<file path="src/rtl/core/hsv_pixel_color_classifier_core_assert.svh">
// ----------------------------------------------------------------------------
// hsv pixel colour classifier assertion macros
// shared property forms used by the classifier core
// ----------------------------------------------------------------------------
`ifndef HSV_PIXEL_COLOR_CLASSIFIER_CORE_ASSERT_SVH
`define HSV_PIXEL_COLOR_CLASSIFIER_CORE_ASSERT_SVH

// condition in this cycle implies consequence in the same cycle
`define HSVC_ASSERT_NOW(lbl, clk, rstn, ante, cons, msg) \
	lbl: assert property (@(posedge clk) disable iff (!rstn) (ante) |-> (cons)) \
		else $error(msg);

// condition in this cycle implies consequence in the next cycle
`define HSVC_ASSERT_NEXT(lbl, clk, rstn, ante, cons, msg) \
	lbl: assert property (@(posedge clk) disable iff (!rstn) (ante) |=> (cons)) \
		else $error(msg);

`endif

</file>
<file path="src/rtl/core/hsvc_pkg.sv">
// ----------------------------------------------------------------------------
// hsvc_pkg
// types, register indexes, reset values and class codes of the classifier
// ----------------------------------------------------------------------------
`timescale 1ns / 1ps

package hsvc_pkg;

	// field widths
	localparam int unsigned PIX_W     = 8;
	localparam int unsigned CLASS_W   = 4;
	localparam int unsigned CFG_IDX_W = 3;
	localparam int unsigned CFG_DAT_W = 64;
	localparam int unsigned MAX_HUE_ENTRIES = 8;

	// configuration register indexes
	localparam logic [CFG_IDX_W-1:0] REG_BLACK_VALUE_MAX = 3'd0;
	localparam logic [CFG_IDX_W-1:0] REG_WHITE_VALUE_MIN = 3'd1;
	localparam logic [CFG_IDX_W-1:0] REG_WHITE_SAT_MAX   = 3'd2;
	localparam logic [CFG_IDX_W-1:0] REG_GREY_SAT_MAX    = 3'd3;
	localparam logic [CFG_IDX_W-1:0] REG_GREY_VALUE_MAX  = 3'd4;
	localparam logic [CFG_IDX_W-1:0] REG_HUE_BOUNDS      = 3'd5;
	localparam logic [CFG_IDX_W-1:0] REG_HUE_ENABLES     = 3'd6;

	// threshold reset values
	localparam logic [PIX_W-1:0] RST_BLACK_VALUE_MAX = 8'd75;
	localparam logic [PIX_W-1:0] RST_WHITE_VALUE_MIN = 8'd190;
	localparam logic [PIX_W-1:0] RST_WHITE_SAT_MAX   = 8'd27;
	localparam logic [PIX_W-1:0] RST_GREY_SAT_MAX    = 8'd53;
	localparam logic [PIX_W-1:0] RST_GREY_VALUE_MAX  = 8'd185;

	// class codes
	localparam logic [CLASS_W-1:0] CLASS_BLACK    = 4'd0;
	localparam logic [CLASS_W-1:0] CLASS_WHITE    = 4'd1;
	localparam logic [CLASS_W-1:0] CLASS_GREY     = 4'd2;
	localparam logic [CLASS_W-1:0] CLASS_HUE_BASE = 4'd3;

	typedef struct packed {
		logic [PIX_W-1:0] hue;
		logic [PIX_W-1:0] saturation;
		logic [PIX_W-1:0] brightness;
	} pixel_t;

	typedef struct packed {
		logic [CLASS_W-1:0] color_class;
		logic               not_found;
	} result_t;

	// achromatic thresholds
	typedef struct packed {
		logic [PIX_W-1:0] black_value_max;
		logic [PIX_W-1:0] white_value_min;
		logic [PIX_W-1:0] white_sat_max;
		logic [PIX_W-1:0] grey_sat_max;
		logic [PIX_W-1:0] grey_value_max;
	} thresholds_t;

endpackage

</file>
<file path="src/rtl/core/hsvc_channels.sv">
// ----------------------------------------------------------------------------
// hsvc channels
// valid/ready channel interfaces for pixels, results and register writes
// ----------------------------------------------------------------------------
`timescale 1ns / 1ps

// pixel channel
interface hsvc_pix_if;
	logic                      valid;
	logic                      ready;
	logic [hsvc_pkg::PIX_W-1:0] hue;
	logic [hsvc_pkg::PIX_W-1:0] saturation;
	logic [hsvc_pkg::PIX_W-1:0] brightness;

	modport source (output valid, hue, saturation, brightness, input ready);
	modport sink   (input valid, hue, saturation, brightness, output ready);
endinterface

// result channel
interface hsvc_res_if;
	logic                        valid;
	logic                        ready;
	logic [hsvc_pkg::CLASS_W-1:0] color_class;
	logic                        not_found;

	modport source (output valid, color_class, not_found, input ready);
	modport sink   (input valid, color_class, not_found, output ready);
endinterface

// register write channel
interface hsvc_cfg_if;
	logic                          valid;
	logic                          ready;
	logic [hsvc_pkg::CFG_IDX_W-1:0] index;
	logic [hsvc_pkg::CFG_DAT_W-1:0] data;

	modport source (output valid, index, data, input ready);
	modport sink   (input valid, index, data, output ready);
endinterface

</file>
<file path="src/rtl/core/hsvc_cfg_regs.sv">
// ----------------------------------------------------------------------------
// hsvc_cfg_regs
// configuration register bank: thresholds, hue bounds and hue enables
// ----------------------------------------------------------------------------
`timescale 1ns / 1ps

module hsvc_cfg_regs #(
	parameter int unsigned HUE_ENTRIES = 8
) (
	input  logic                          clk,
	input  logic                          arst_n,
	hsvc_cfg_if.sink                      cfg,
	output hsvc_pkg::thresholds_t         thr,
	output logic [HUE_ENTRIES*hsvc_pkg::PIX_W-1:0] hue_bounds,
	output logic [HUE_ENTRIES-1:0]        hue_enables
);

	localparam int unsigned BOUNDS_W = HUE_ENTRIES * hsvc_pkg::PIX_W;

	hsvc_pkg::thresholds_t thr_q;
	logic [BOUNDS_W-1:0]    bounds_q;
	logic [HUE_ENTRIES-1:0] enables_q;

	// writes are taken in any cycle
	assign cfg.ready = 1'b1;

	// register write decode, unknown indexes are dropped
	always_ff @(posedge clk or negedge arst_n) begin
		if (!arst_n) begin
			thr_q.black_value_max <= hsvc_pkg::RST_BLACK_VALUE_MAX;
			thr_q.white_value_min <= hsvc_pkg::RST_WHITE_VALUE_MIN;
			thr_q.white_sat_max   <= hsvc_pkg::RST_WHITE_SAT_MAX;
			thr_q.grey_sat_max    <= hsvc_pkg::RST_GREY_SAT_MAX;
			thr_q.grey_value_max  <= hsvc_pkg::RST_GREY_VALUE_MAX;
			bounds_q              <= '0;
			enables_q             <= '1;
		end else if (cfg.valid) begin
			unique case (cfg.index)
				hsvc_pkg::REG_BLACK_VALUE_MAX: begin
					thr_q.black_value_max <= cfg.data[hsvc_pkg::PIX_W-1:0];
				end
				hsvc_pkg::REG_WHITE_VALUE_MIN: begin
					thr_q.white_value_min <= cfg.data[hsvc_pkg::PIX_W-1:0];
				end
				hsvc_pkg::REG_WHITE_SAT_MAX: begin
					thr_q.white_sat_max <= cfg.data[hsvc_pkg::PIX_W-1:0];
				end
				hsvc_pkg::REG_GREY_SAT_MAX: begin
					thr_q.grey_sat_max <= cfg.data[hsvc_pkg::PIX_W-1:0];
				end
				hsvc_pkg::REG_GREY_VALUE_MAX: begin
					thr_q.grey_value_max <= cfg.data[hsvc_pkg::PIX_W-1:0];
				end
				hsvc_pkg::REG_HUE_BOUNDS: begin
					bounds_q <= cfg.data[BOUNDS_W-1:0];
				end
				hsvc_pkg::REG_HUE_ENABLES: begin
					enables_q <= cfg.data[HUE_ENTRIES-1:0];
				end
				default: begin
				end
			endcase
		end
	end

	assign thr         = thr_q;
	assign hue_bounds  = bounds_q;
	assign hue_enables = enables_q;

endmodule

</file>
<file path="src/rtl/core/hsvc_classify.sv">
// ----------------------------------------------------------------------------
// hsvc_classify
// combinational colour decision for one pixel
// ----------------------------------------------------------------------------
`timescale 1ns / 1ps

module hsvc_classify #(
	parameter int unsigned HUE_ENTRIES = 8
) (
	input  hsvc_pkg::pixel_t      pix,
	input  hsvc_pkg::thresholds_t thr,
	input  logic [HUE_ENTRIES*hsvc_pkg::PIX_W-1:0] hue_bounds,
	input  logic [HUE_ENTRIES-1:0] hue_enables,
	output hsvc_pkg::result_t     res
);

	logic                          is_black;
	logic                          is_white;
	logic                          is_grey;
	logic [HUE_ENTRIES-1:0]        hue_match;
	logic [hsvc_pkg::CLASS_W-1:0]  hue_class;

	// achromatic tests
	assign is_black = pix.brightness < thr.black_value_max;
	assign is_white = (pix.brightness > thr.white_value_min) &&
		(pix.saturation < thr.white_sat_max);
	assign is_grey  = (pix.saturation < thr.grey_sat_max) &&
		(pix.brightness < thr.grey_value_max);

	// per entry bound compare
	always_comb begin
		for (int e = 0; e < HUE_ENTRIES; e++) begin
			hue_match[e] = hue_enables[e] &&
				(pix.hue <= hue_bounds[e*hsvc_pkg::PIX_W +: hsvc_pkg::PIX_W]);
		end
	end

	// lowest matching entry wins
	always_comb begin
		hue_class = hsvc_pkg::CLASS_BLACK;
		for (int e = HUE_ENTRIES - 1; e >= 0; e--) begin
			if (hue_match[e]) begin
				hue_class = hsvc_pkg::CLASS_HUE_BASE + hsvc_pkg::CLASS_W'(e);
			end
		end
	end

	// priority: black, white, grey, hue
	always_comb begin
		res.not_found = 1'b0;
		if (is_black) begin
			res.color_class = hsvc_pkg::CLASS_BLACK;
		end else if (is_white) begin
			res.color_class = hsvc_pkg::CLASS_WHITE;
		end else if (is_grey) begin
			res.color_class = hsvc_pkg::CLASS_GREY;
		end else if (|hue_match) begin
			res.color_class = hue_class;
		end else begin
			res.color_class = hsvc_pkg::CLASS_BLACK;
			res.not_found   = 1'b1;
		end
	end

endmodule

</file>
<file path="src/rtl/core/hsv_pixel_color_classifier_core.sv">
// ----------------------------------------------------------------------------
// hsv_pixel_color_classifier_core
// classifies one hsv pixel per item into black, white, grey or a hue class
// ----------------------------------------------------------------------------
//  channel | role   | payload
//  pix     | sink   | hue, saturation, brightness
//  res     | source | color_class, not_found
//  cfg     | sink   | index, data (register write)
//
//  one item per cycle sustained while res is ready; the path runs through the input
//  register, then classifier logic into the result register
//  reset clears both stage valids and loads the configuration registers with their defaults
//  a held result stalls the input register only once it is full as well
// ----------------------------------------------------------------------------
`timescale 1ns / 1ps
`include "hsv_pixel_color_classifier_core_assert.svh"

module hsv_pixel_color_classifier_core #(
	parameter int unsigned HUE_ENTRIES = 8
) (
	input  logic       clk,
	input  logic       arst_n,
	hsvc_pix_if.sink   pix,
	hsvc_res_if.source res,
	hsvc_cfg_if.sink   cfg
);

	hsvc_pkg::thresholds_t                  thr;
	logic [HUE_ENTRIES*hsvc_pkg::PIX_W-1:0] hue_bounds;
	logic [HUE_ENTRIES-1:0]                 hue_enables;

	logic               v_s1;
	hsvc_pkg::pixel_t   pix_s1;
	logic               v_s2;
	hsvc_pkg::result_t  res_s2;
	hsvc_pkg::result_t  res_next;
	logic               adv_s1;
	logic               adv_s2;

	// register bank
	hsvc_cfg_regs #(
		.HUE_ENTRIES(HUE_ENTRIES)
	) u_regs (
		.clk        (clk),
		.arst_n     (arst_n),
		.cfg        (cfg),
		.thr        (thr),
		.hue_bounds (hue_bounds),
		.hue_enables(hue_enables)
	);

	// stage advance
	assign adv_s2    = !v_s2 || res.ready;
	assign adv_s1    = !v_s1 || adv_s2;
	assign pix.ready = adv_s1;

	// input register
	always_ff @(posedge clk or negedge arst_n) begin
		if (!arst_n) begin
			v_s1 <= 1'b0;
		end else if (adv_s1) begin
			v_s1 <= pix.valid;
		end
	end

	always_ff @(posedge clk) begin
		if (adv_s1 && pix.valid) begin
			pix_s1.hue        <= pix.hue;
			pix_s1.saturation <= pix.saturation;
			pix_s1.brightness <= pix.brightness;
		end
	end

	// classifier
	hsvc_classify #(
		.HUE_ENTRIES(HUE_ENTRIES)
	) u_classify (
		.pix        (pix_s1),
		.thr        (thr),
		.hue_bounds (hue_bounds),
		.hue_enables(hue_enables),
		.res        (res_next)
	);

	// result register
	always_ff @(posedge clk or negedge arst_n) begin
		if (!arst_n) begin
			v_s2 <= 1'b0;
		end else if (adv_s2) begin
			v_s2 <= v_s1;
		end
	end

	always_ff @(posedge clk) begin
		if (adv_s2 && v_s1) begin
			res_s2 <= res_next;
		end
	end

	assign res.valid       = v_s2;
	assign res.color_class = res_s2.color_class;
	assign res.not_found   = res_s2.not_found;

	// checks
	`HSVC_ASSERT_NOW(a_miss_is_black, clk, arst_n, v_s2 && res_s2.not_found,
		res_s2.color_class == hsvc_pkg::CLASS_BLACK, "missed hue entry must report class zero")

	`HSVC_ASSERT_NOW(a_hue_class_range, clk, arst_n,
		v_s2 && (res_s2.color_class > hsvc_pkg::CLASS_GREY),
		res_s2.color_class < (hsvc_pkg::CLASS_HUE_BASE + hsvc_pkg::CLASS_W'(HUE_ENTRIES)),
		"hue class beyond entries")

	`HSVC_ASSERT_NEXT(a_s1_holds, clk, arst_n, v_s1 && !adv_s2,
		v_s1 && $stable(pix_s1), "stalled input register lost its item")

endmodule
</file>
<file path="src/flat_wrapper.sv">
// flat-port wrapper written by rule: the top's interface ports become plain ports
module hsv_pixel_color_classifier_core_flat 
#(
	parameter int unsigned HUE_ENTRIES = 8
)
  (clk, arst_n, pix_valid, pix_hue, pix_saturation, pix_brightness, pix_ready, res_valid, res_color_class, res_not_found, res_ready, cfg_valid, cfg_index, cfg_data, cfg_ready);
  hsvc_pix_if pix_i ();
  hsvc_res_if res_i ();
  hsvc_cfg_if cfg_i ();
  input  logic clk;
  input  logic arst_n;
  input wire logic [$bits(pix_i.valid)-1:0] pix_valid;
  input wire logic [$bits(pix_i.hue)-1:0] pix_hue;
  input wire logic [$bits(pix_i.saturation)-1:0] pix_saturation;
  input wire logic [$bits(pix_i.brightness)-1:0] pix_brightness;
  output wire logic [$bits(pix_i.ready)-1:0] pix_ready;
  output wire logic [$bits(res_i.valid)-1:0] res_valid;
  output wire logic [$bits(res_i.color_class)-1:0] res_color_class;
  output wire logic [$bits(res_i.not_found)-1:0] res_not_found;
  input wire logic [$bits(res_i.ready)-1:0] res_ready;
  input wire logic [$bits(cfg_i.valid)-1:0] cfg_valid;
  input wire logic [$bits(cfg_i.index)-1:0] cfg_index;
  input wire logic [$bits(cfg_i.data)-1:0] cfg_data;
  output wire logic [$bits(cfg_i.ready)-1:0] cfg_ready;
  assign pix_i.valid = pix_valid;
  assign pix_i.hue = pix_hue;
  assign pix_i.saturation = pix_saturation;
  assign pix_i.brightness = pix_brightness;
  assign pix_ready = pix_i.ready;
  assign res_valid = res_i.valid;
  assign res_color_class = res_i.color_class;
  assign res_not_found = res_i.not_found;
  assign res_i.ready = res_ready;
  assign cfg_i.valid = cfg_valid;
  assign cfg_i.index = cfg_index;
  assign cfg_i.data = cfg_data;
  assign cfg_ready = cfg_i.ready;
  hsv_pixel_color_classifier_core #(.HUE_ENTRIES(HUE_ENTRIES)) u_core (.clk(clk), .arst_n(arst_n), .pix(pix_i), .res(res_i), .cfg(cfg_i));
endmodule
</file>
<file path="config.mk">
export PLATFORM = sky130hd
export DESIGN_NAME = hsv_pixel_color_classifier_core_flat
export DESIGN_NICKNAME = d
export VERILOG_FILES = /design/src/rtl/core/hsvc_pkg.sv /design/src/rtl/core/hsvc_channels.sv /design/src/rtl/core/hsvc_cfg_regs.sv /design/src/rtl/core/hsvc_classify.sv /design/src/rtl/core/hsv_pixel_color_classifier_core.sv /design/src/flat_wrapper.sv
export VERILOG_INCLUDE_DIRS = /design/src /design/src/rtl/core
export SDC_FILE = /design/constraint.sdc
export NUM_CORES = 1
export LEC_CHECK = 0
export BUFFER_PORTS_ARGS = -buffer_cell sky130_fd_sc_hd__buf_2
export CORE_MARGIN = 3
export CORE_UTILIZATION = 60
export CTS_BUF_LIST = sky130_fd_sc_hd__clkbuf_4 sky130_fd_sc_hd__clkbuf_8
export DETAILED_ROUTE_END_ITERATION = 7
export PLACE_DENSITY_LB_ADDON = 0.15
export SYNTH_ARGS = -nofsm -noshare
export SYNTH_HDL_FRONTEND = slang
export SYNTH_SLANG_ARGS = --single-unit
export TNS_END_PERCENT = 100
</file>
<file path="constraint.sdc">
create_clock -name clk -period 2.6 [get_ports clk]
set_input_delay 0.39 -clock clk [delete_from_list [all_inputs] [get_ports clk]]
set_output_delay 0.39 -clock clk [all_outputs]
set_load 0.03 [all_outputs]
</file>
==> results of run 1 <==
-- synthesized netlist by cell type, drive strengths merged, types with 2 or more instances --
cell type and instances:
nor2 11, o21bai 2, buf 8, o31ai 2, dfstp 31, nor3b 5
a221o 2, nor2b 15, o21ai 52, a211oi 8, a21oi 22, and4 4
nand4b 4, ha 100, nand4 13, o211ai 4, dfrtp 83, inv 95
nand2b 9, clkbuf 5, edfxtp 29, nor3 5, nand2 42, and2 4
o211a 3, nand3 4, and3 4, mux2 84, a21o 12
-- through the flow --
step	setup slack [ns]	utilization, %
final	0.166	71.7
after global routing	0.0259	71.7
after CTS	0.152	71.5
after detailed placement	0.162	67.9
after global placement	0.195	67.9
after floorplan	0.414	-
-- kinds of logic (layout without fill, tap and decap cells) --
group                    Yosys count  count (layout)
flip-flops                       143             143
buffers and inverters            108             242
AND/OR/NAND/NOR                  123             123
other                              1               1
adder cells (fa/ha/maj)          100             100
AO/OA/AOI/OAI                    118             118
multiplexers                      84              84
-- cell type report --
class,instances,share of cell area [%]
repair buffers,115,7.00
flip-flops and latches,143,41.3
well taps,172,2.36
inverters,95,3.91
multi-input cells,426,40.5
clock buffers,26,3.51
clock inverters,6,1.45
-- placed cells by master (no fill, tap or decap), types with 19 or more instances in the layout --
master / n
mux2_1: 67
a21oi_1: 19
inv_1: 95
dfrtp_1: 83
nand2_1: 42
clkbuf_8: 20
o21ai_0: 35
buf_2: 101
ha_1: 100
dfstp_2: 31
edfxtp_1: 29
-- layer usage --
metal | vias up | wire (um) | track usage (%)
met5 | - | 0 | 0
met3 | 29 | 901 | 6.08
met4 | 0 | 396 | 8.36
li1 | 2625 | - | -
met2 | 141 | 8330 | 41.0
met1 | 2654 | 7290 | 31.4
-- worst max-delay path, delay by kind of cell (launching register included) --
kind	cells	cell delay, ns
and+or+nand+nor	1	0.20
DFF	1	0.60
AOI/OAI and AO/OA	6	1.06
adders and majority gates	1	0.41
-- path summary, 6_finish.rpt --
| path | startpoint | slack [ns] | cells past startpoint | to |
|---|---|---|---|---|
| worst max-delay path | u_core.pix_s1[18]$_DFFE_PP_ | 0.17 | 8 | u_core.res.color_class[0]$_SDFFCE_PP0P_ |
| worst min-delay path | pix_brightness[1] | 0.10 | 1 | u_core.pix_s1[1]$_DFFE_PP_ |
| worst max register to register | u_core.pix_s1[18]$_DFFE_PP_ | 0.17 | 8 | u_core.res.color_class[0]$_SDFFCE_PP0P_ |
| worst min register to register | u_core.u_regs.hue_bounds[49]$_DFFE_PN0P_ | 0.49 | 1 | u_core.u_regs.hue_bounds[49]$_DFFE_PN0P_ |
| max in group asynchronous | arst_n | 1.40 | 3 | u_core.u_regs.thr[5]$_DFFE_PN1P_ |
| min in group asynchronous | arst_n | 0.43 | 2 | u_core.u_regs.thr[18]$_DFFE_PN0P_ |
-- power groups by stage --
stage | registers (mW) | clock network [mW] | logic [mW]
detailed placement | 3.08 | 0 | 1.74
global route | 3.09 | 2.15 | 2.00
floorplan | 3.01 | 0 | 1.23
global placement | 3.06 | 0 | 1.61
CTS | 3.04 | 2.03 | 1.76
finish | 3.04 | 2.00 | 1.76
-- timing repair --
action	4_1_cts	5_1_grt
hold buffers	1	0
hold endpoints to repair	15	0
setup endpoints to repair	0	1
buffers inserted	0	2
resized for setup	0	1
-- state kept, by name (all words and copies together) (netlist names) --
signal	count
u_core.pix_s1	24
u_core.res.not_found	1
u_core.u_regs.thr	40
u_core.u_regs.hue_bounds	64
u_core.u_regs.hue_enables	8
u_core.res.valid	1
u_core.v_s1	1
u_core.res.color_class	4
==> results.cfg, run 1 <==
[outcome]
status = finished, final reports clean

[job]
maxCapViolCount = 0

[synth]
synth_compound_gate_area_share_pct = 10.2
synthArstFlopShare_pct = 79.7
synth-adder-area-share_pct = 15.9
muxShareOfSynthArea_pct = 12.0
synth_edf_count = 29
yosys_warnings = 0
yosys.area.top_type = dfrtp_1
ys_seq_elements = 143
synth_ff_type = dfrtp_1
synth_cells = 677
seq_area_frac_synth_pct = 47.8
yosysTopAreaCellShare_pct = 26.4
synth_cell_types = 57
synth_area_sq_um = 7870
postSynthAreaPerCell_sq_um = 11.6
synth_top_family_by_area = adder cells
synthTopCellsByArea = dfrtp_1, ha_1, edfxtp_1, dfstp_2, mux2_1
synth_xor_area_share_pct = 0
synth_nets = 873
yosys.area_share.simple_pct = 8.70

[grt]
overflow = 0
grt_start_max_net_pins = 65
grt_pass1_wl_um = 27600
grt_pass1_vias = 5806
grt_use_total_pct = 24.5
antenna_found_initial = 0

[timing]
rsz0062_at_grt = no
fin_crit_sh_pct = 93.6
whs_ns = 0.101
max_slew_margin_pct = 63.1
drv_slew = 0
hold_violations = 0
clock_skew_ns = 0.0118
setup_violations = 0
fmax_mhz = 411
final.min_clock_period_ns = 2.43
worst_slew_pin_slew_ns = 0.551
finalSetupTns_ns = 0

[floorplan]
die_h_um = 121
dieArea_sq_um = 14500
die_w_um = 121
num_rows = 41
core_sq_um = 12700
io_pins = 104
initial_utilization_pct = 61.9

[clocking]
cts_tree = done
h-tree-depth = 4
clock_sinks = 143
clockBufferDepth = 2
clock_latency_ns = 0.46
numCtsBuffers = 17
cts_root_buf = clkbuf_8
cts.reportedPaths.clkPinSlew_ns = 0.08

[cells_and_area]
multiInputGateArea_sq_um = 3690
drive_gt1_share_pct = 26.8
regArea_sq_um = 3760
area_growth_pct = 15.9
design_area_sq_um = 9120
n_fill_cell = 938
diodes = 0
final_nets = 994
final-instance-count-excl-fill = 983

[setup_path]
slowest_stage = edfxtp_1
path_max_fanout = 8
path_cells = ha_1 -> and3_4 -> a221o_1 -> a21oi_2 -> a41oi_2 -> o21ai_1 -> a311oi_1 -> o31ai_1
start_kind = register
crit_type = reg2reg
cp-end-kind = register
cp.required_ns = 2.88
critical-path-max-stage-delay_ns = 0.60
cp_data_arrival_time_ns = 2.72

[detailed_routing]
antenna_left = 0
drt_iter0_drc = 290
dr.pass1.iters = 4
remaining_drc_errors = 0
dr_total_vias = 5449
wire_per_inst_um = 17.2
viasPerCell = 5.54
wl_um = 16900

[power]
p_per_area_nw_per_um2 = 745
p_sw_mw = 2.00
clock_power_share_pct = 29.4
seqPwrFrac_pct = 44.8
p_leak_nw = 4.37
switching_share_pct = 29.4
p_total_mw = 6.80
vdd_drop_max_mv = 0.433
p_int_mw = 4.80
comb_power_share_pct = 25.8

[placed_design]
hpwl_um = 12800
place_inst = 948
io_buffers = 102
gp_congestion = 0.859
post_dp_cell_area_sq_um = 8640

[worst_hold_path]
hold_class = in2reg
(Power assumes the default switching activity.)
==> run 2: changes to the inputs <==
--- a/config.mk
+++ b/config.mk
@@ -6,10 +6,12 @@
 export SDC_FILE = /design/constraint.sdc
 export NUM_CORES = 1
 export LEC_CHECK = 0
+export ABC_AREA = 1
 export BUFFER_PORTS_ARGS = -buffer_cell sky130_fd_sc_hd__buf_2
 export CORE_MARGIN = 3
 export CORE_UTILIZATION = 60
 export CTS_BUF_LIST = sky130_fd_sc_hd__clkbuf_4 sky130_fd_sc_hd__clkbuf_8
+export CTS_CLUSTER_DIAMETER = 60
 export DETAILED_ROUTE_END_ITERATION = 7
 export PLACE_DENSITY_LB_ADDON = 0.15
 export SYNTH_ARGS = -nofsm -noshare
==> run 2 against run 1 <==
Effect of this change: wire length shrank 3.2%; area after synthesis decreased by 2.3%; sequential cell count stayed put; maximum frequency rose by 6.2%; non-clock buffer count is 8 lower; largest cell class unchanged; global-route usage grew 0.12 points; register-to-register slack improved by 0.14 ns; clock skew increased by 0.0019 ns; clock-buffer cell count shrank 5; critical endpoint is now u_core.res.color_class[2]$_SDFFCE_PP0P_; worst hold slack better by 0.0092 ns.
==> results.cfg, run 2 <==
[outcome]
status = finished, final reports clean

[grt]
overflow = 0
grt_start_max_net_pins = 122
antenna_found_initial = 0
grt_pass1_vias = 6027
grt_use_total_pct = 24.6
grt_pass1_wl_um = 27700

[detailed_routing]
top_layer = met4
drt_iter0_drc = 257
dr_wl_met2_um = 8350
antenna_left = 0
wl_met3_um = 751
dr.pass1.iters = 5
met1Wirelength_um = 6830
dr_total_vias = 5852
viasPerCell = 5.20
remaining_drc_errors = 0
wl_um = 16400
wire_per_inst_um = 14.6

[floorplan]
dieArea_sq_um = 14200
die_w_um = 119
initial_utilization_pct = 62.7
num_rows = 40
io_pins = 104
die_h_um = 119
core_sq_um = 12300

[timing]
finalSetupTns_ns = 0
worst_slew_pin_slew_ns = 0.564
clock_skew_ns = 0.0137
drv_slew = 0
fin_crit_sh_pct = 88.1
final.min_clock_period_ns = 2.29
fmax_mhz = 437
max_slew_margin_pct = 62.3
hold_violations = 0
setup_violations = 0
rsz0062_at_grt = no

[setup_path]
cp.required_ns = 2.80
cp_data_arrival_time_ns = 2.49
crit_type = reg2reg
cp_common_cell = nand2_1
critical-path-max-stage-delay_ns = 0.63
path_max_fanout = 8
start_kind = register
path_cells = ha_1 -> nand2_1 -> nor2_1 -> nand2_1 -> nand2_1 -> nand2_1 -> nand2_4 -> nand2_1 -> nor2_2 -> nand3_2 -> nand3_1 -> nor2_1
cpLargestDelayFamily = simple AND/OR/NAND/NOR gates
cp-end-kind = register
path_buf_inv = 0
slowest_stage = edfxtp_1

[worst_hold_path]
hold_class = in2reg

[power]
p_leak_nw = 4.56
clock_power_share_pct = 28.4
p_total_mw = 6.35
p_sw_mw = 1.98
vdd_drop_max_mv = 0.525
switching_share_pct = 31.1
seqPwrFrac_pct = 46.4
comb_power_share_pct = 25.2
p_per_area_nw_per_um2 = 722
p_int_mw = 4.38

[synth]
yosys.area.top_type = dfrtp_1
yosys.cell_count.top_type = nand2_1
ys_seq_elements = 143
synth_nets = 1034
synth_edf_count = 29
synth_cells = 838
synth_top_family_by_area = adder cells
synth_cell_types = 33
synthTopCellsByArea = dfrtp_1, ha_1, edfxtp_1, dfstp_2, nand2_1
synth-adder-area-share_pct = 16.3
synthArstFlopShare_pct = 79.7
synth_compound_gate_area_share_pct = 13.0
synth_common_cells = nand2_1, inv_1, ha_1
yosys_warnings = 0
muxShareOfSynthArea_pct = 1.03
yosysTopAreaCellShare_pct = 27.0
postSynthAreaPerCell_sq_um = 9.17
yosys.area_share.simple_pct = 12.9
seq_area_frac_synth_pct = 48.9
synth_xor_area_share_pct = 0
synth_area_sq_um = 7690
synth_ff_type = dfrtp_1

[cells_and_area]
diodes = 0
final_nets = 1140
area_growth_pct = 14.4
n_fill_cell = 966
final_common_cell = nand2_1
largest_register_ffs = 64
drive_gt1_share_pct = 20.4
final_cell_mix = nand2_1, inv_1, buf_2

[clocking]
clock_latency_ns = 0.45
clockBufferDepth = 2
cts_tree = done
h-tree-depth = 4
clock_sinks = 143
ctsResizeCount = 0
cts_root_buf = clkbuf_8
numCtsBuffers = 17
post_cts_buffers = 0
cts.reportedPaths.clkPinSlew_ns = 0.08

[placed_design]
gp_congestion = 0.903
io_buffers = 102
hpwl_um = 12300

[job]
maxCapViolCount = 0
[run 2: changes by cell type after synthesis, sizes merged, moves of 7 or more]
cell | previous run | this run
nor2b | 15 | 0
nor2 | 11 | 77
a21oi | 22 | 99
nand2b | 9 | 0
a21o | 12 | 1
a211oi | 8 | 1
o21ai | 52 | 74
nand3 | 4 | 11
inv | 95 | 136
nand2 | 42 | 148
mux2 | 84 | 7
[run 2: logic make-up (layout without fill, tap and decap cells)]
kind of cell / after synthesis / after routing
buffers and inverters: 156 / 275
adders and majority gates: 100 / 100
other: 1 / 1
and+or+nand+nor: 243 / 243
muxes: 7 / 7
AOI/OAI and AO/OA: 188 / 188
DFF: 143 / 143
[run 2: per-layer routing]
metal | global-route usage, % | up-vias
li1 | - | 2957
met1 | 29.5 | 2723
met2 | 43.1 | 133
met3 | 5.70 | 39
met4 | 9.49 | 0
met5 | 0 | -
[run 2: layout make-up]
cell class,count,area (sq um),area share (%)
Clock buffer,21,264,3.00
Clock inverter,11,141,1.61
Inverter,136,510,5.80
Multi-Input combinational cell,539,3330,37.9
Sequential cell,143,3760,42.8
Tap cell,168,210,2.39
Timing Repair Buffer,107,578,6.57
[run 2: stage by stage]
stage / worst slack, ns / instances / util, % / area [sq um] / hold WS [ns]
after CTS: 0.296 / 1125 / 71.7 / 8800 / 0.0864
after global routing: 0.101 / 1125 / 71.7 / 8800 / 0.0750
after detailed placement: 0.327 / 1092 / 68.3 / 8380 / 0.373
final: 0.309 / 1125 / 71.7 / 8800 / 0.110
after global placement: 0.371 / 1092 / 68.3 / 8380 / 0.372
after floorplan: 0.702 / 838 / - / 7690 / 0.0944
[run 2: power by group through the flow]
stage | Sequential [mW] | Clock, mW | Combinational (mW)
after floorplan | 2.95 | 0 | 1.13
after global placement | 2.98 | 0 | 1.51
after detailed placement | 2.99 | 0 | 1.61
after CTS | 2.95 | 1.84 | 1.62
after global routing | 2.99 | 1.95 | 1.89
final | 2.95 | 1.80 | 1.60
[run 2: final timing paths]
kind,from,end,slack [ns],depth (start not counted)
setup / recovery,u_core.pix_s1[22]$_DFFE_PP_,u_core.res.color_class[2]$_SDFFCE_PP0P_,0.31,12
hold / removal,pix_saturation[1],u_core.pix_s1[9]$_DFFE_PP_,0.11,1
setup reg to reg,u_core.pix_s1[22]$_DFFE_PP_,u_core.res.color_class[2]$_SDFFCE_PP0P_,0.31,12
hold reg to reg,u_core.v_s1$_DFFE_PN0N_,u_core.res.valid$_DFFE_PN0P_,0.49,2
max in group asynchronous,arst_n,u_core.u_regs.hue_bounds[14]$_DFFE_PN0P_,1.43,3
min in group asynchronous,arst_n,u_core.u_regs.hue_bounds[36]$_DFFE_PN0P_,0.44,2
[run 2: timing repair]
| action | CTS | global route |
|---|---|---|
| endpoints found under the hold margin | 32 | 0 |
| setup endpoints to repair | 0 | 0 |
| hold buffers | 1 | 0 |
==> run 3: changes to the inputs <==
--- a/config.mk
+++ b/config.mk
@@ -7,12 +7,12 @@
 export NUM_CORES = 1
 export LEC_CHECK = 0
 export ABC_AREA = 1
-export BUFFER_PORTS_ARGS = -buffer_cell sky130_fd_sc_hd__buf_2
 export CORE_MARGIN = 3
-export CORE_UTILIZATION = 60
+export CORE_UTILIZATION = 65
 export CTS_BUF_LIST = sky130_fd_sc_hd__clkbuf_4 sky130_fd_sc_hd__clkbuf_8
 export CTS_CLUSTER_DIAMETER = 60
 export DETAILED_ROUTE_END_ITERATION = 7
+export DONT_BUFFER_PORTS = 1
 export PLACE_DENSITY_LB_ADDON = 0.15
 export SYNTH_ARGS = -nofsm -noshare
 export SYNTH_HDL_FRONTEND = slang
==> run 3 against run 2 <==
Effect of this change: the run now ends with hold timing left; non-clock buffer count shrank 80; wire length decreased by 1.5%; die area decreased by 7.3%; maximum frequency shrank 0.79%; clock-buffer cell count shrank 2; sequential power up 1%; sequential share of layout area up 1.6 points; global-route usage rose by 1.4 points; cell area shrank 3.7%; setup slack got worse by 0.018 ns; clock skew is 0.0024 ns lower.
==> results.cfg, run 3 (synthesized netlist as in run 2, its figures left out) <==
[setup_path]
cp_common_cell = nand2_1
cp.required_ns = 2.82
reg2reg_to = u_core.res.color_class[2]$_SDFFCE_PP0P_
ff2ff_setup_slack_ns = 0.29
cp_data_arrival_time_ns = 2.53
path_cells = ha_1 -> nand2_1 -> nor2_1 -> nand2_1 -> nand2_1 -> nand2_1 -> nand2_2 -> nand2_2 -> inv_2 -> nand2_2 -> nor2_2 -> nand3_2 -> nand3_1 -> nor2_1
cp-end-kind = register
slowest_stage = edfxtp_1
crit_type = reg2reg
critical-path-max-stage-delay_ns = 0.60
start_kind = register
rr_startpoint = u_core.pix_s1[23]$_DFFE_PP_
path_max_fanout = 8
r2r_cells = 14

[clocking]
clock_sinks = 143
cts_hold_buf = 24
numCtsBuffers = 17
cts.reportedPaths.clkPinSlew_ns = 0.08
clockBufferDepth = 2
ctsResizeCount = 0
clock_latency_ns = 0.47
h-tree-depth = 4
post_cts_buffers = 0
cts_root_buf = clkbuf_8
cts_tree = done

[grt]
grt_use_total_pct = 26.1
antenna_found_initial = 0
grt_pass1_wl_um = 26300
grt_start_max_net_pins = 115
overflow = 0
grt_pass1_vias = 5616

[power]
p_leak_nw = 4.25
vdd_drop_max_mv = 0.797
p_total_mw = 6.31
p_per_area_nw_per_um2 = 745

[detailed_routing]
viasPerCell = 5.47
wire_per_inst_um = 15.8
dr_total_vias = 5582
wl_um = 16100
antenna_left = 0
remaining_drc_errors = 0
dr.pass1.iters = 5
drt_iter0_drc = 349

[timing]
hold_violations = 114
rsz0062_at_grt = no
finalSetupTns_ns = 0
setup_violations = 0
whs_ns = -0.390
fin_crit_sh_pct = 88.8
fmax_mhz = 433
max_slew_margin_pct = 61.6
worst_slew_pin_slew_ns = 0.575
clock_skew_ns = 0.0112
drv_slew = 0
final.min_clock_period_ns = 2.31

[floorplan]
core_sq_um = 11500
die_h_um = 115
io_pins = 104
die_w_um = 115
num_rows = 39
initial_utilization_pct = 67.0
dieArea_sq_um = 13200

[placed_design]
hpwl_um = 11700
io_buffers = 0
gp_congestion = 0.874
place_inst = 964
post_dp_cell_area_sq_um = 7820

[cells_and_area]
largest_register_ffs = 64
final-instance-count-excl-fill = 1020
diodes = 0
final_common_cell = nand2_1
drive_gt1_share_pct = 10.5
design_area_sq_um = 8470
final_cell_mix = nand2_1, inv_1, ha_1
final_nets = 1060
area_growth_pct = 10.2
n_fill_cell = 825

[worst_hold_path]
hold_class = in2async

[outcome]
violations = hold timing
status = finished, violations left

[job]
maxCapViolCount = 0
==> run 3: cell count changes in the layout (fill, tap and decap cells not counted), sizes merged <==
| cell | before | now |
|---|---|---|
| buf | 106 | 3 |
| dlygate4sd3 | 1 | 24 |
| inv | 136 | 139 |
| clkbuf | 21 | 19 |
| clkinvlp | 2 | 1 |
==> run 3: worst max-delay path by stage <==
stage,depth (start not counted),start,endpoint
2_1_floorplan,14,u_core.pix_s1[23]$_DFFE_PP_,u_core.res.color_class[2]$_SDFFCE_PP0P_
3_3_place_gp,14,u_core.pix_s1[23]$_DFFE_PP_,u_core.res.color_class[2]$_SDFFCE_PP0P_
3_5_place_dp,14,u_core.pix_s1[23]$_DFFE_PP_,u_core.res.color_class[2]$_SDFFCE_PP0P_
4_1_cts,14,u_core.pix_s1[23]$_DFFE_PP_,u_core.res.color_class[2]$_SDFFCE_PP0P_
5_1_grt,14,u_core.pix_s1[23]$_DFFE_PP_,u_core.res.color_class[2]$_SDFFCE_PP0P_
6_report,14,u_core.pix_s1[23]$_DFFE_PP_,u_core.res.color_class[2]$_SDFFCE_PP0P_
==> run 3: final cells by class <==
class,instances,area (sq um),share of cell area [%]
repair buffers,27,275,3.25
well taps,143,179,2.11
multi-input cells,539,3330,39.3
flip-flops and latches,143,3760,44.4
clock buffers,19,255,3.01
inverters,136,510,6.03
clock inverters,13,160,1.89
==> run 3: critical path: cells and delay by family, from the launching register on <==
kind          cells  cell delay (ns)
flops             1             0.60
buf+inv           1             0.05
simple gates     12             1.01
fa+ha+maj         1             0.40
==> run 3: through the flow <==
step,util (%),setup slack [ns],hold slack (ns)
floorplan,-,0.702,0.0944
global placement,68.2,0.469,0.0978
detailed placement,68.2,0.313,0.0969
CTS,73.9,0.311,-0.410
global route,73.9,0.129,-0.419
finish,73.9,0.291,-0.390
==> run 3: power breakdown <==
| part | total (mW) | switching (mW) | internal, mW |
|---|---|---|---|
| Sequential | 2.99 | 0.242 | 2.75 |
| Clock | 1.85 | 0.862 | 0.987 |
| Combinational | 1.47 | 0.866 | 0.606 |
==> run 3: routing by layer <==
| metal | part of all wire (%) | vias up | GRT usage (%) |
|---|---|---|---|
| met4 | 2.0 | 0 | 10.4 |
| met1 | 42 | 2610 | 32.0 |
| met5 | 0 | - | 0 |
| li1 | - | 2799 | - |
| met2 | 51 | 140 | 44.8 |
| met3 | 4.7 | 33 | 6.11 |
